[config.mk]
export PLATFORM = sky130hd
export DESIGN_NAME = fix_tag_value_extractor
export DESIGN_NICKNAME = d
export VERILOG_FILES = /design/src/rtl/fte_pkg.sv /design/src/rtl/fte_cfg_regs.sv /design/src/rtl/fte_scanner.sv /design/src/rtl/fte_out_reg.sv /design/src/rtl/fix_tag_value_extractor.sv
export SDC_FILE = /design/constraint.sdc
export NUM_CORES = 1
export LEC_CHECK = 0
export BUFFER_PORTS_ARGS = -buffer_cell sky130_fd_sc_hd__buf_2
export CORE_ASPECT_RATIO = 0.7
export CORE_UTILIZATION = 50
export DETAILED_ROUTE_END_ITERATION = 8
export PLACE_DENSITY = 0.75
export SYNTH_ARGS = -nofsm -noshare
export SYNTH_HDL_FRONTEND = slang
export SYNTH_SLANG_ARGS = --single-unit
[constraint.sdc]
create_clock -name clk -period 5.1 [get_ports clk]
set_input_delay 0.51 -clock clk [delete_from_list [all_inputs] [get_ports clk]]
set_output_delay 0.51 -clock clk [all_outputs]
set_load 0.02 [all_outputs]
[src/rtl/fte_pkg.sv]
// ----------------------------------------------------------------------------
// FIX tag/value extractor package
// Constants, scan phase codes and the result record shared by the modules.
// ----------------------------------------------------------------------------
package fte_pkg;

  localparam int OFFSET_BITS_DEF = 16;
  localparam int OUT_OFF_W       = 16;
  localparam int OUT_DATA_W      = 80;
  localparam int CFG_ADDR_W      = 3;

  localparam logic [7:0] SOH_BYTE   = 8'h01;
  localparam logic [7:0] EQ_BYTE    = 8'h3D;
  localparam logic [7:0] DIGIT_LOW  = 8'h30;
  localparam logic [7:0] DIGIT_HIGH = 8'h39;

  localparam logic REG_TARGET_TAG = 1'b0;

  typedef enum logic [3:0] {
    PH_TAG   = 4'b0001,
    PH_SKIP  = 4'b0010,
    PH_VALUE = 4'b0100,
    PH_DONE  = 4'b1000
  } phase_t;

  typedef struct packed {
    logic [7:0]           value_byte;
    logic                 value_valid;
    logic                 message_done;
    logic                 found;
    logic [OUT_OFF_W-1:0] field_start;
    logic [OUT_OFF_W-1:0] value_start;
    logic [OUT_OFF_W-1:0] value_stop;
    logic [OUT_OFF_W-1:0] field_stop;
    logic                 too_long;
  } result_t;

endpackage

[src/rtl/fte_cfg_regs.sv]
// ----------------------------------------------------------------------------
// FIX tag/value extractor configuration registers
// APB-style register port holding the target tag.
// ----------------------------------------------------------------------------
module fte_cfg_regs (
  input  logic                           clk,
  input  logic                           rst_n,
  input  logic                           cfg_psel,
  input  logic                           cfg_penable,
  input  logic                           cfg_pwrite,
  input  logic [fte_pkg::CFG_ADDR_W-1:0] cfg_paddr,
  input  logic [31:0]                    cfg_pwdata,
  output logic [31:0]                    cfg_prdata,
  output logic                           cfg_pready,
  output logic [31:0]                    target_tag
);

  logic [31:0] target_tag_r;
  logic        reg_index;
  logic        wr_en;

  assign cfg_pready = 1'b1;
  assign reg_index  = cfg_paddr[2];
  assign wr_en      = cfg_psel && cfg_penable && cfg_pwrite && cfg_pready;

  always_ff @(posedge clk) begin
    if (!rst_n) begin
      target_tag_r <= '0;
    end else if (wr_en && (reg_index == fte_pkg::REG_TARGET_TAG)) begin
      target_tag_r <= cfg_pwdata;
    end
  end

  assign cfg_prdata = (reg_index == fte_pkg::REG_TARGET_TAG) ? target_tag_r : 32'd0;
  assign target_tag = target_tag_r;

endmodule

[src/rtl/fte_scanner.sv]
// ----------------------------------------------------------------------------
// FIX tag/value extractor field scanner
// Per-byte message state and the combinational decision for one byte.
// ----------------------------------------------------------------------------
module fte_scanner #(
  parameter int OFFSET_BITS = fte_pkg::OFFSET_BITS_DEF
) (
  input  logic             clk,
  input  logic             rst_n,
  input  logic             accept,
  input  logic [7:0]       data_byte,
  input  logic             last_byte,
  input  logic [31:0]      target_tag,
  output logic             has_result,
  output fte_pkg::result_t result
);

  logic [OFFSET_BITS-1:0] pos_r, pos_nxt;
  fte_pkg::phase_t        phase_r, phase_nxt;
  logic [31:0]            acc_r, acc_nxt;
  logic                   digit_r, digit_nxt;
  logic                   bad_r, bad_nxt;
  logic [OFFSET_BITS-1:0] fstart_r, fstart_nxt;
  logic                   match_r, match_nxt;
  logic [OFFSET_BITS-1:0] mo_r   [4];
  logic [OFFSET_BITS-1:0] mo_nxt [4];
  logic                   ovf_r, ovf_nxt;

  logic                   pos_max;
  logic [OFFSET_BITS-1:0] pos_next;
  logic [35:0]            acc_x10;
  logic                   tag_ok;
  logic                   emit;
  logic [OFFSET_BITS-1:0] vstop, fstop;

  assign pos_max  = &pos_r;
  assign pos_next = pos_max ? pos_r : pos_r + 1'b1;
  assign acc_x10  = ({4'd0, acc_r} << 3) + ({4'd0, acc_r} << 1) + {32'd0, data_byte[3:0]};
  assign tag_ok   = digit_r && !bad_r && (acc_r != 32'd0) && (acc_r == target_tag) && !match_r;

  always_comb begin
    pos_nxt    = pos_next;
    phase_nxt  = phase_r;
    acc_nxt    = acc_r;
    digit_nxt  = digit_r;
    bad_nxt    = bad_r;
    fstart_nxt = fstart_r;
    match_nxt  = match_r;
    mo_nxt     = mo_r;
    ovf_nxt    = ovf_r || pos_max;
    emit       = 1'b0;

    case (phase_r)
      fte_pkg::PH_TAG: begin
        if (data_byte == fte_pkg::SOH_BYTE) begin
          phase_nxt  = fte_pkg::PH_TAG;
          acc_nxt    = '0;
          digit_nxt  = 1'b0;
          bad_nxt    = 1'b0;
          fstart_nxt = pos_next;
        end else if (data_byte == fte_pkg::EQ_BYTE) begin
          if (tag_ok) begin
            match_nxt  = 1'b1;
            mo_nxt[0]  = fstart_r;
            mo_nxt[1]  = pos_next;
            phase_nxt  = fte_pkg::PH_VALUE;
          end else begin
            phase_nxt  = fte_pkg::PH_SKIP;
          end
        end else if (data_byte inside {[fte_pkg::DIGIT_LOW:fte_pkg::DIGIT_HIGH]}) begin
          digit_nxt = 1'b1;
          if (!bad_r) begin
            if (|acc_x10[35:32]) begin
              bad_nxt = 1'b1;
            end else begin
              acc_nxt = acc_x10[31:0];
            end
          end
        end else begin
          bad_nxt = 1'b1;
        end
      end
      fte_pkg::PH_SKIP: begin
        if (data_byte == fte_pkg::SOH_BYTE) begin
          phase_nxt  = fte_pkg::PH_TAG;
          acc_nxt    = '0;
          digit_nxt  = 1'b0;
          bad_nxt    = 1'b0;
          fstart_nxt = pos_next;
        end
      end
      fte_pkg::PH_VALUE: begin
        if (data_byte == fte_pkg::SOH_BYTE) begin
          mo_nxt[2] = pos_r;
          mo_nxt[3] = pos_next;
          phase_nxt = fte_pkg::PH_DONE;
        end else begin
          emit = 1'b1;
        end
      end
      default: begin
      end
    endcase

    vstop = (phase_nxt == fte_pkg::PH_VALUE) ? pos_next : mo_nxt[2];
    fstop = (phase_nxt == fte_pkg::PH_VALUE) ? pos_next : mo_nxt[3];

    has_result          = emit || last_byte;
    result              = '0;
    result.value_byte   = emit ? data_byte : 8'd0;
    result.value_valid  = emit;
    result.message_done = last_byte;
    if (last_byte) begin
      result.too_long = ovf_nxt;
      if (match_nxt) begin
        result.found       = 1'b1;
        result.field_start = fte_pkg::OUT_OFF_W'(mo_nxt[0]);
        result.value_start = fte_pkg::OUT_OFF_W'(mo_nxt[1]);
        result.value_stop  = fte_pkg::OUT_OFF_W'(vstop);
        result.field_stop  = fte_pkg::OUT_OFF_W'(fstop);
      end
      pos_nxt    = '0;
      phase_nxt  = fte_pkg::PH_TAG;
      acc_nxt    = '0;
      digit_nxt  = 1'b0;
      bad_nxt    = 1'b0;
      fstart_nxt = '0;
      match_nxt  = 1'b0;
      mo_nxt     = '{default: '0};
      ovf_nxt    = 1'b0;
    end
  end

  always_ff @(posedge clk) begin
    if (!rst_n) begin
      pos_r    <= '0;
      phase_r  <= fte_pkg::PH_TAG;
      acc_r    <= '0;
      digit_r  <= 1'b0;
      bad_r    <= 1'b0;
      fstart_r <= '0;
      match_r  <= 1'b0;
      mo_r     <= '{default: '0};
      ovf_r    <= 1'b0;
    end else if (accept) begin
      pos_r    <= pos_nxt;
      phase_r  <= phase_nxt;
      acc_r    <= acc_nxt;
      digit_r  <= digit_nxt;
      bad_r    <= bad_nxt;
      fstart_r <= fstart_nxt;
      match_r  <= match_nxt;
      mo_r     <= mo_nxt;
      ovf_r    <= ovf_nxt;
    end
  end

endmodule

[src/rtl/fte_out_reg.sv]
// ----------------------------------------------------------------------------
// FIX tag/value extractor result register
// Holds one result transaction and frees the input side when it drains.
// ----------------------------------------------------------------------------
module fte_out_reg (
  input  logic             clk,
  input  logic             rst_n,
  input  logic             load,
  input  fte_pkg::result_t load_data,
  output logic             can_accept,
  output logic             out_valid,
  input  logic             out_ready,
  output fte_pkg::result_t out_data
);

  logic             valid_r, valid_nxt;
  fte_pkg::result_t data_r;

  assign can_accept = !valid_r || out_ready;

  always_comb begin
    valid_nxt = valid_r;
    if (load) begin
      valid_nxt = 1'b1;
    end else if (out_ready) begin
      valid_nxt = 1'b0;
    end
  end

  always_ff @(posedge clk) begin
    if (!rst_n) begin
      valid_r <= 1'b0;
    end else begin
      valid_r <= valid_nxt;
    end
  end

  always_ff @(posedge clk) begin
    if (load) begin
      data_r <= load_data;
    end
  end

  assign out_valid = valid_r;
  assign out_data  = data_r;

endmodule

[src/rtl/fix_tag_value_extractor.sv]
// ----------------------------------------------------------------------------
// FIX tag/value extractor: results appear the cycle after their byte transaction.
// Throughput is one byte per cycle unless a held result stalls the input;
// the result register is the only stage. Synchronous active-low reset
// clears message state, the result valid flag and the target tag.
// ----------------------------------------------------------------------------
module fix_tag_value_extractor #(
  parameter int OFFSET_BITS = fte_pkg::OFFSET_BITS_DEF
) (
  input  logic                           clk,
  input  logic                           rst_n,
  input  logic                           in_tvalid,
  output logic                           in_tready,
  input  logic [7:0]                     in_tdata,    // [7:0] data_byte
  input  logic                           in_tlast,
  output logic                           out_tvalid,
  input  logic                           out_tready,
  // [7:0] value_byte, [8] found, [24:9] field_start, [40:25] value_start,
  // [56:41] value_stop, [72:57] field_stop, [73] too_long, [79:74] zero
  output logic [fte_pkg::OUT_DATA_W-1:0] out_tdata,
  output logic                           out_tuser,   // [0] value_valid
  output logic                           out_tlast,
  input  logic                           cfg_psel,
  input  logic                           cfg_penable,
  input  logic                           cfg_pwrite,
  input  logic [fte_pkg::CFG_ADDR_W-1:0] cfg_paddr,
  input  logic [31:0]                    cfg_pwdata,
  output logic [31:0]                    cfg_prdata,
  output logic                           cfg_pready
);

  logic             accept;
  logic             has_result;
  logic [31:0]      target_tag;
  fte_pkg::result_t scan_res;
  fte_pkg::result_t out_res;

  assign accept = in_tvalid && in_tready;

  fte_cfg_regs u_cfg (
    .clk         (clk),
    .rst_n       (rst_n),
    .cfg_psel    (cfg_psel),
    .cfg_penable (cfg_penable),
    .cfg_pwrite  (cfg_pwrite),
    .cfg_paddr   (cfg_paddr),
    .cfg_pwdata  (cfg_pwdata),
    .cfg_prdata  (cfg_prdata),
    .cfg_pready  (cfg_pready),
    .target_tag  (target_tag)
  );

  fte_scanner #(
    .OFFSET_BITS (OFFSET_BITS)
  ) u_scan (
    .clk        (clk),
    .rst_n      (rst_n),
    .accept     (accept),
    .data_byte  (in_tdata),
    .last_byte  (in_tlast),
    .target_tag (target_tag),
    .has_result (has_result),
    .result     (scan_res)
  );

  fte_out_reg u_out (
    .clk        (clk),
    .rst_n      (rst_n),
    .load       (accept && has_result),
    .load_data  (scan_res),
    .can_accept (in_tready),
    .out_valid  (out_tvalid),
    .out_ready  (out_tready),
    .out_data   (out_res)
  );

  assign out_tdata = {6'd0, out_res.too_long, out_res.field_stop, out_res.value_stop,
                      out_res.value_start, out_res.field_start, out_res.found,
                      out_res.value_byte};
  assign out_tuser = out_res.value_valid;
  assign out_tlast = out_res.message_done;

endmodule

After elaboration in Yosys (flattened, before gate mapping)
Cells that the tools add are included.
{"block": "word_totals", "register_bits": 245, "output_inout_bits": 117, "wordCells": 124}
{"block": "classes", "add_sub_neg": 3, "order_cmp": 2, "bitwise": 1, "n_eq_ne": 12, "mux": 54, "n_reduce_logical": 29}
{"op": "$mux W32", "count": 14}
{"op": "$mux W16", "count": 7}
{"op": "$mux W65", "count": 1}
{"op": "$mux W64", "count": 1}
{"op": "$pmux W32 S2", "count": 1}
{"op": "$add A35 B33 Y36", "count": 1}
{"op": "$add A36 B4 Y36", "count": 1}
{"op": "$eq A32 B32 Y1", "count": 1}
{"op": "$reduce_bool A32 Y1", "count": 1}
{"op": "$mux W1", "count": 21}
{"op": "$mux W4", "count": 5}
{"op": "$add A16 B1 Y16 const B", "count": 1}
{"op": "$reduce_and A16 Y1", "count": 1}
{"op": "$pmux W4 S3", "count": 1}
{"op": "$logic_and A1 B1 Y1", "count": 10}
{"op": "$eq A4 B3 Y1 const B", "count": 2}
{"op": "$eq A8 B1 Y1 const B", "count": 1}
{"op": "$eq A8 B6 Y1 const B", "count": 1}
{"op": "$ge A8 B6 Y1 const B", "count": 1}
{"op": "$le A8 B6 Y1 const B", "count": 1}
{"op": "$ne A4 B3 Y1 const B", "count": 2}
{"op": "$reduce_and A7 Y1", "count": 1}
{"op": "$reduce_bool A2 Y1", "count": 3}
{"op": "$reduce_and A5 Y1", "count": 1}
{"op": "16 further kinds", "count": 21}

Longest topological paths before layout
{"block": "logic_depth", "ltp_word": 12, "ltp_mapped": 14, "depth_no_buf": 13}

Hierarchy
From an unflattened synthesis, not the netlist that was laid out.
{"block": "hier_totals", "hier_cells": 1483, "area_unflattened_um2": 13729.4}
{"module": "fte_scanner", "area_per_inst_um2": 9799.4, "n_inst": 1, "seq_area_each_um2": 2722.6, "cells_per_inst": 1217}
{"module": "fte_out_reg", "area_per_inst_um2": 2331.0, "n_inst": 1, "seq_area_each_um2": 2302.2, "cells_per_inst": 80}
{"module": "fte_cfg_regs", "area_per_inst_um2": 1537.7, "n_inst": 1, "seq_area_each_um2": 640.6, "cells_per_inst": 177}
{"module": "fix_tag_value_extractor", "area_per_inst_um2": 61.3, "n_inst": 1, "seq_area_each_um2": 0.0, "cells_per_inst": 9}

Least setup slack after synthesis
Ideal clock, no wire load.
{"block": "synth_timing", "kind": "input-to-reg", "from": "input out_tready", "to": "register u_out.data_r, in the netlist u_out.out_data[0], enable pin", "setup_slack_ns": -0.016, "t_arrival_ns": 4.605, "required_time_ns": 4.589, "path_buffers": 2, "stages": 5, "cell_sequence": "nand2b_1 nand2_1 clkbuf_1 buf_1 nor2_1"}
{"block": "synth_via", "elab_chain_len": 3}
{"element": "start: declaration", "line": "fix_tag_value_extractor.sv:17", "source": "input logic out_tready,"}
{"element": "$logic_or A1 B1 Y1", "line": "fte_out_reg.sv:19", "source": "assign can_accept = !valid_r || out_ready;"}
{"element": "$logic_and A1 B1 Y1", "line": "fix_tag_value_extractor.sv:38", "source": "assign accept = in_tvalid && in_tready;"}
{"element": "$logic_and A1 B1 Y1", "line": "fix_tag_value_extractor.sv:69", "source": ".load (accept && has_result),"}
{"element": "named net u_out.load", "line": "fte_out_reg.sv:8", "source": "input logic load,"}
{"element": "end signal: assignment", "line": "fte_out_reg.sv:40", "source": "data_r <= load_data;"}
{"element": "end: declaration", "line": "fte_out_reg.sv:17", "source": "fte_pkg::result_t data_r;"}
The timed path passes the listed nets, and every way through them passes these cells.
A chain may end at the register's enable or synchronous reset.

Worst setup path after layout
{"block": "layout_timing", "from": "register u_scan.acc_r[0]", "to": "register u_scan.acc_r[4]"}
{"block": "layout_via", "elab_chain_len": 9, "word_cells_on_any_way": 12, "classes_between": "2 x add/sub; 1 x eq/ne; 7 x mux; 2 x reduce/logical"}
{"element": "start: declaration", "line": "fte_scanner.sv:20", "source": "logic [31:0] acc_r, acc_nxt;"}
{"element": "start signal: assignment", "line": "fte_scanner.sv:148", "source": "acc_r <= acc_nxt;"}
{"element": "$add A35 B33 Y36 (*)", "line": "fte_scanner.sv:38", "source": "assign acc_x10 = ({4'd0, acc_r} << 3) + ({4'd0, acc_r} << 1) + {32'd0, data_byte[3:0]};"}
{"element": "$add A36 B4 Y36 (*)", "line": "fte_scanner.sv:38"}
{"element": "$mux W32", "line": "fte_scanner.sv:73", "source": "if (|acc_x10[35:32]) begin"}
{"element": "$mux W32", "line": "fte_scanner.sv:72", "source": "if (!bad_r) begin"}
{"element": "$mux W32", "line": "fte_scanner.sv:70", "source": "end else if (data_byte inside {[fte_pkg::DIGIT_LOW:fte_pkg::DIGIT_HIGH]}) begin"}
{"element": "$mux W32", "line": "fte_scanner.sv:61", "source": "end else if (data_byte == fte_pkg::EQ_BYTE) begin"}
{"element": "$mux W32", "line": "fte_scanner.sv:55", "source": "if (data_byte == fte_pkg::SOH_BYTE) begin"}
{"element": "$pmux W32 S2", "line": "fte_scanner.sv:53", "source": "case (phase_r)"}
{"element": "$mux W32", "line": "fte_scanner.sv:113", "source": "if (last_byte) begin"}
Every way passes the cells marked *; elsewhere a longest branch is shown, timed or not. The select of a mux whose other input is x is not followed.

==> impl_metrics.csv <==
group,metric,value,unit
layout,n_antenna_cell,0,
timing,min_period_over_period,83.0,%
clocking,total_setup_buffers_inserted_after_cts,0,
route,drt_first_iter_violations,978,
placed_design,place.detailed.instances,1792,
route,wl,35100,um
layout,multi_input_combinational_cell_area,6960,um^2
route,routed_via_density,5.91,
worst_hold_path,min_path_type,"primary input to flip-flop",
clocking,htree_num_levels,1,
layout,num-nets-final,1605,
clocking,cts_resized,0,
global_route,grt-ovfl-total,0,
floorplanning,floorplan.die.width,196,um
synth,synth.yosys.warnings,0,
floorplanning,floorplan.die_area,26900,um^2
global_route,grtUsageMet1,41.3,%
clocking,cts-buffers-inserted,25,
layout,mostFrequentLayoutCells,"sky130_fd_sc_hd__dfxtp_1 (169), sky130_fd_sc_hd__buf_2 (158), sky130_fd_sc_hd__nand2_1 (138), sky130_fd_sc_hd__nor2b_1 (112), sky130_fd_sc_hd__nor2_1 (108)",
global_route,largest_net_degree_at_the_start_of_global_routing,75,
synth,number_of_distinct_library_cell_variants_in_the_gate_level_netlist_after_synthesis,72,
layout,final-seq-area,5670,um^2
synth,number_of_synthesized_flops_with_an_enable_pin,76,
synth,synth-async-reset-ratio,0,%
global_route,globalRoute.busiestLayer,"met1",
clocking,clk_pin_slew,0.07,ns
clocking,postCtsHoldBufs,0,
route,routed_wire_length_per_instance,19.1,um
timing,timing.setup.tns,0,ns
floorplanning,cell_rows,49,
worst_setup_path,path_class,"flip-flop to flip-flop",
global_route,grt_first_pass_wirelength,54100,um
timing,worst_slew_margin_rel,21.8,%
floorplanning,num_io_pins,168,
synth,mappedNetlistArea,13100,um^2
status,status,"finished clean",
worst_setup_path,crit_arrival,4.70,ns
route,via_count,10855,
power_and_ir_drop,power.ir.vdd_worst,319,uV
worst_setup_path,reg2reg_slack,0.87,ns
timing,setup_repair_after_global_routing_missed_its_margin,"no",
timing,final.min_clock_period,4.23,ns
clocking,tritoncts_clock_tree,"built",
timing,fin_skew,0.0173,ns
synth,synth_flop_cell,"sky130_fd_sc_hd__dfxtp_1",
placed_design,place.port_buffers,158,
worst_setup_path,timing.critical_path.to_type,"flip-flop",
timing,maxClockFrequency,236,MHz
timing,timing.final.setup_violations,0,
placed_design,place_congestion,0.987,
clocking,clock_path_buffers,3,
floorplanning,fp.dieH,138,um
clocking,worst_skew_pair_later_pin_latency,0.53,ns
power_and_ir_drop,static-leakage-power,5.97,nW
run,cap_violations,0,
power_and_ir_drop,powerDensity,280,nW/um^2
synth,post_synth_inst_count,1380,
route,detail_route.drc_violations,0,
synth,synth-seq-cells,245,
layout,drive_gt1_share,17.1,%
timing,max_slew_violation_total_from_the_final_report,0,
route,route.antenna.remaining_nets,0,
worst_setup_path,crit_path_max_fanout,32,
timing,worst-slew-pin-transition,1.17,ns
layout,layout.filler_cells,2278,
global_route,total_routing_resource_utilization_after_global_routing,25.6,%
floorplanning,start_util,51.0,%
power_and_ir_drop,p_total,4.15,mW
clocking,clock-sinks,245,
floorplanning,design.core.area,25700,um^2
global_route,met2_usage,34.2,%
global_route,number_of_antenna_violations_at_the_first_check_in_global_routing,0,
synth,synth_sequential_area_ratio,43.2,%
global_route,vias_in_the_first_global_route,9688,
layout,final_std_cells_w_o_fill,1838,
placed_design,dpl.hpwl,25300,um
synth,synth_area_per_cell,9.51,um^2
synth,netlist_top_cells_area,"sky130_fd_sc_hd__dfxtp_1 (26%), sky130_fd_sc_hd__edfxtp_1 (17%), sky130_fd_sc_hd__ha_1 (6.1%)",
global_route,globalRouteMet3Util,5.29,%
worst_setup_path,worstPathRequired,5.56,ns
worst_setup_path,cp-start-kind,"flip-flop",
synth,synth_top_area_cell,"sky130_fd_sc_hd__dfxtp_1",
layout,syn2layout_area_growth,13.0,%
timing,timing_hold_violations_final,0,
layout,final_common_cell,"sky130_fd_sc_hd__dfxtp_1",
clocking,clock_tree.root_cell,"sky130_fd_sc_hd__clkbuf_16",
route,firstDrtPassIters,6,
synth,synth_largest_type_area_fraction,25.8,%
worst paths after layout:
check                           depth (start not counted)                   to             from
worst max-delay path                                   13      u_scan.acc_r[4]  u_scan.acc_r[0]
worst min-delay path                                    3  u_cfg.target_tag[1]    cfg_pwdata[1]
worst max register to register                         13      u_scan.acc_r[4]  u_scan.acc_r[0]
worst min register to register                          2       u_scan.mo_r[3]   u_scan.mo_r[3]
critical path, cell delays in order (launching register included):
cell	delay, ns
sky130_fd_sc_hd__dfxtp_1	0.53
sky130_fd_sc_hd__inv_1	0.11
sky130_fd_sc_hd__fa_1	0.59
sky130_fd_sc_hd__inv_1	0.06
sky130_fd_sc_hd__ha_1	0.31
sky130_fd_sc_hd__a211oi_1	0.30
sky130_fd_sc_hd__o21ai_2	0.14
sky130_fd_sc_hd__a21boi_0	0.35
sky130_fd_sc_hd__o31ai_1	0.20
sky130_fd_sc_hd__o21ai_1	0.19
sky130_fd_sc_hd__xor2_1	0.18
sky130_fd_sc_hd__o2111a_1	0.28
sky130_fd_sc_hd__o2111a_2	0.68
sky130_fd_sc_hd__a32o_1	0.26
final cells by class:
class | count | share of cell area [%]
clock buffer | 29 | 4.38
timing repair buffer | 171 | 5.99
multi-input combinational | 1023 | 46.9
clock inverter | 17 | 1.18
sequential | 245 | 38.2
inverter | 22 | 0.556
tap | 331 | 2.79
per-layer routing:
| metal | wire length, um | vias up |
|---|---|---|
| met2 | 13400 | 486 |
| met3 | 3620 | 47 |
| met5 | 0 | - |
| met4 | 551 | 0 |
| met1 | 17600 | 5165 |
| li1 | - | 5157 |
kinds of logic (layout without fill, tap and decap cells):
logic type      after synthesis  count (layout)  share of synthesized area, %
simple gates                496             496                          19.5
compound gates              335             335                          18.3
flops                       245             245                          43.2
buf+inv                     117             239                          4.18
xor+xnor                     76              76                          5.13
fa+ha+maj                    66              66                          6.41
mux                          43              43                          3.28
other cells                   2               7                        0.0572
sequential cells by signal, indices dropped and copies added (netlist names), 4 cells and up:
signal            count
u_scan.phase_r        4
u_scan.acc_r         32
u_cfg.target_tag     32
u_scan.fstart_r      16
u_out.out_data       76
u_scan.pos_r         16
u_scan.mo_r          64
stage by stage:
step,utilization [%],setup WS [ns],cell area (um^2),hold slack [ns]
2_1_floorplan,-,1.26,13100,0.437
3_3_place_gp,54.4,0.879,14000,0.448
3_5_place_dp,54.4,0.805,14000,0.455
4_1_cts,57.6,0.899,14800,0.202
5_1_grt,57.6,0.595,14800,0.220
6_report,57.6,0.866,14800,0.215
cells in the mapped netlist, drive strengths merged, types with 4 or more instances:
library cell,n
a22oi,64
and2,18
nor3,18
a21boi,47
nor4,17
a22o,29
mux2i,43
a21o,9
nand2b,10
clkbuf,51
xnor2,28
and3,10
buf,44
nand4,15
nor2b,122
nand2,139
a31oi,4
o211ai,6
xor2,48
dfxtp,169
o31ai,5
nor2,112
a221oi,4
a211oi,39
o21bai,4
a21oi,64
o21ai,40
edfxtp,76
ha,64
nand3,14
inv,22
where the power goes:
part	leakage, nW	switching, mW	internal (mW)
Combinational	3.46	0.160	0.0775
Sequential	2.10	0.0182	2.03
Clock	0.404	0.788	1.07
(Power assumes the default switching activity.)
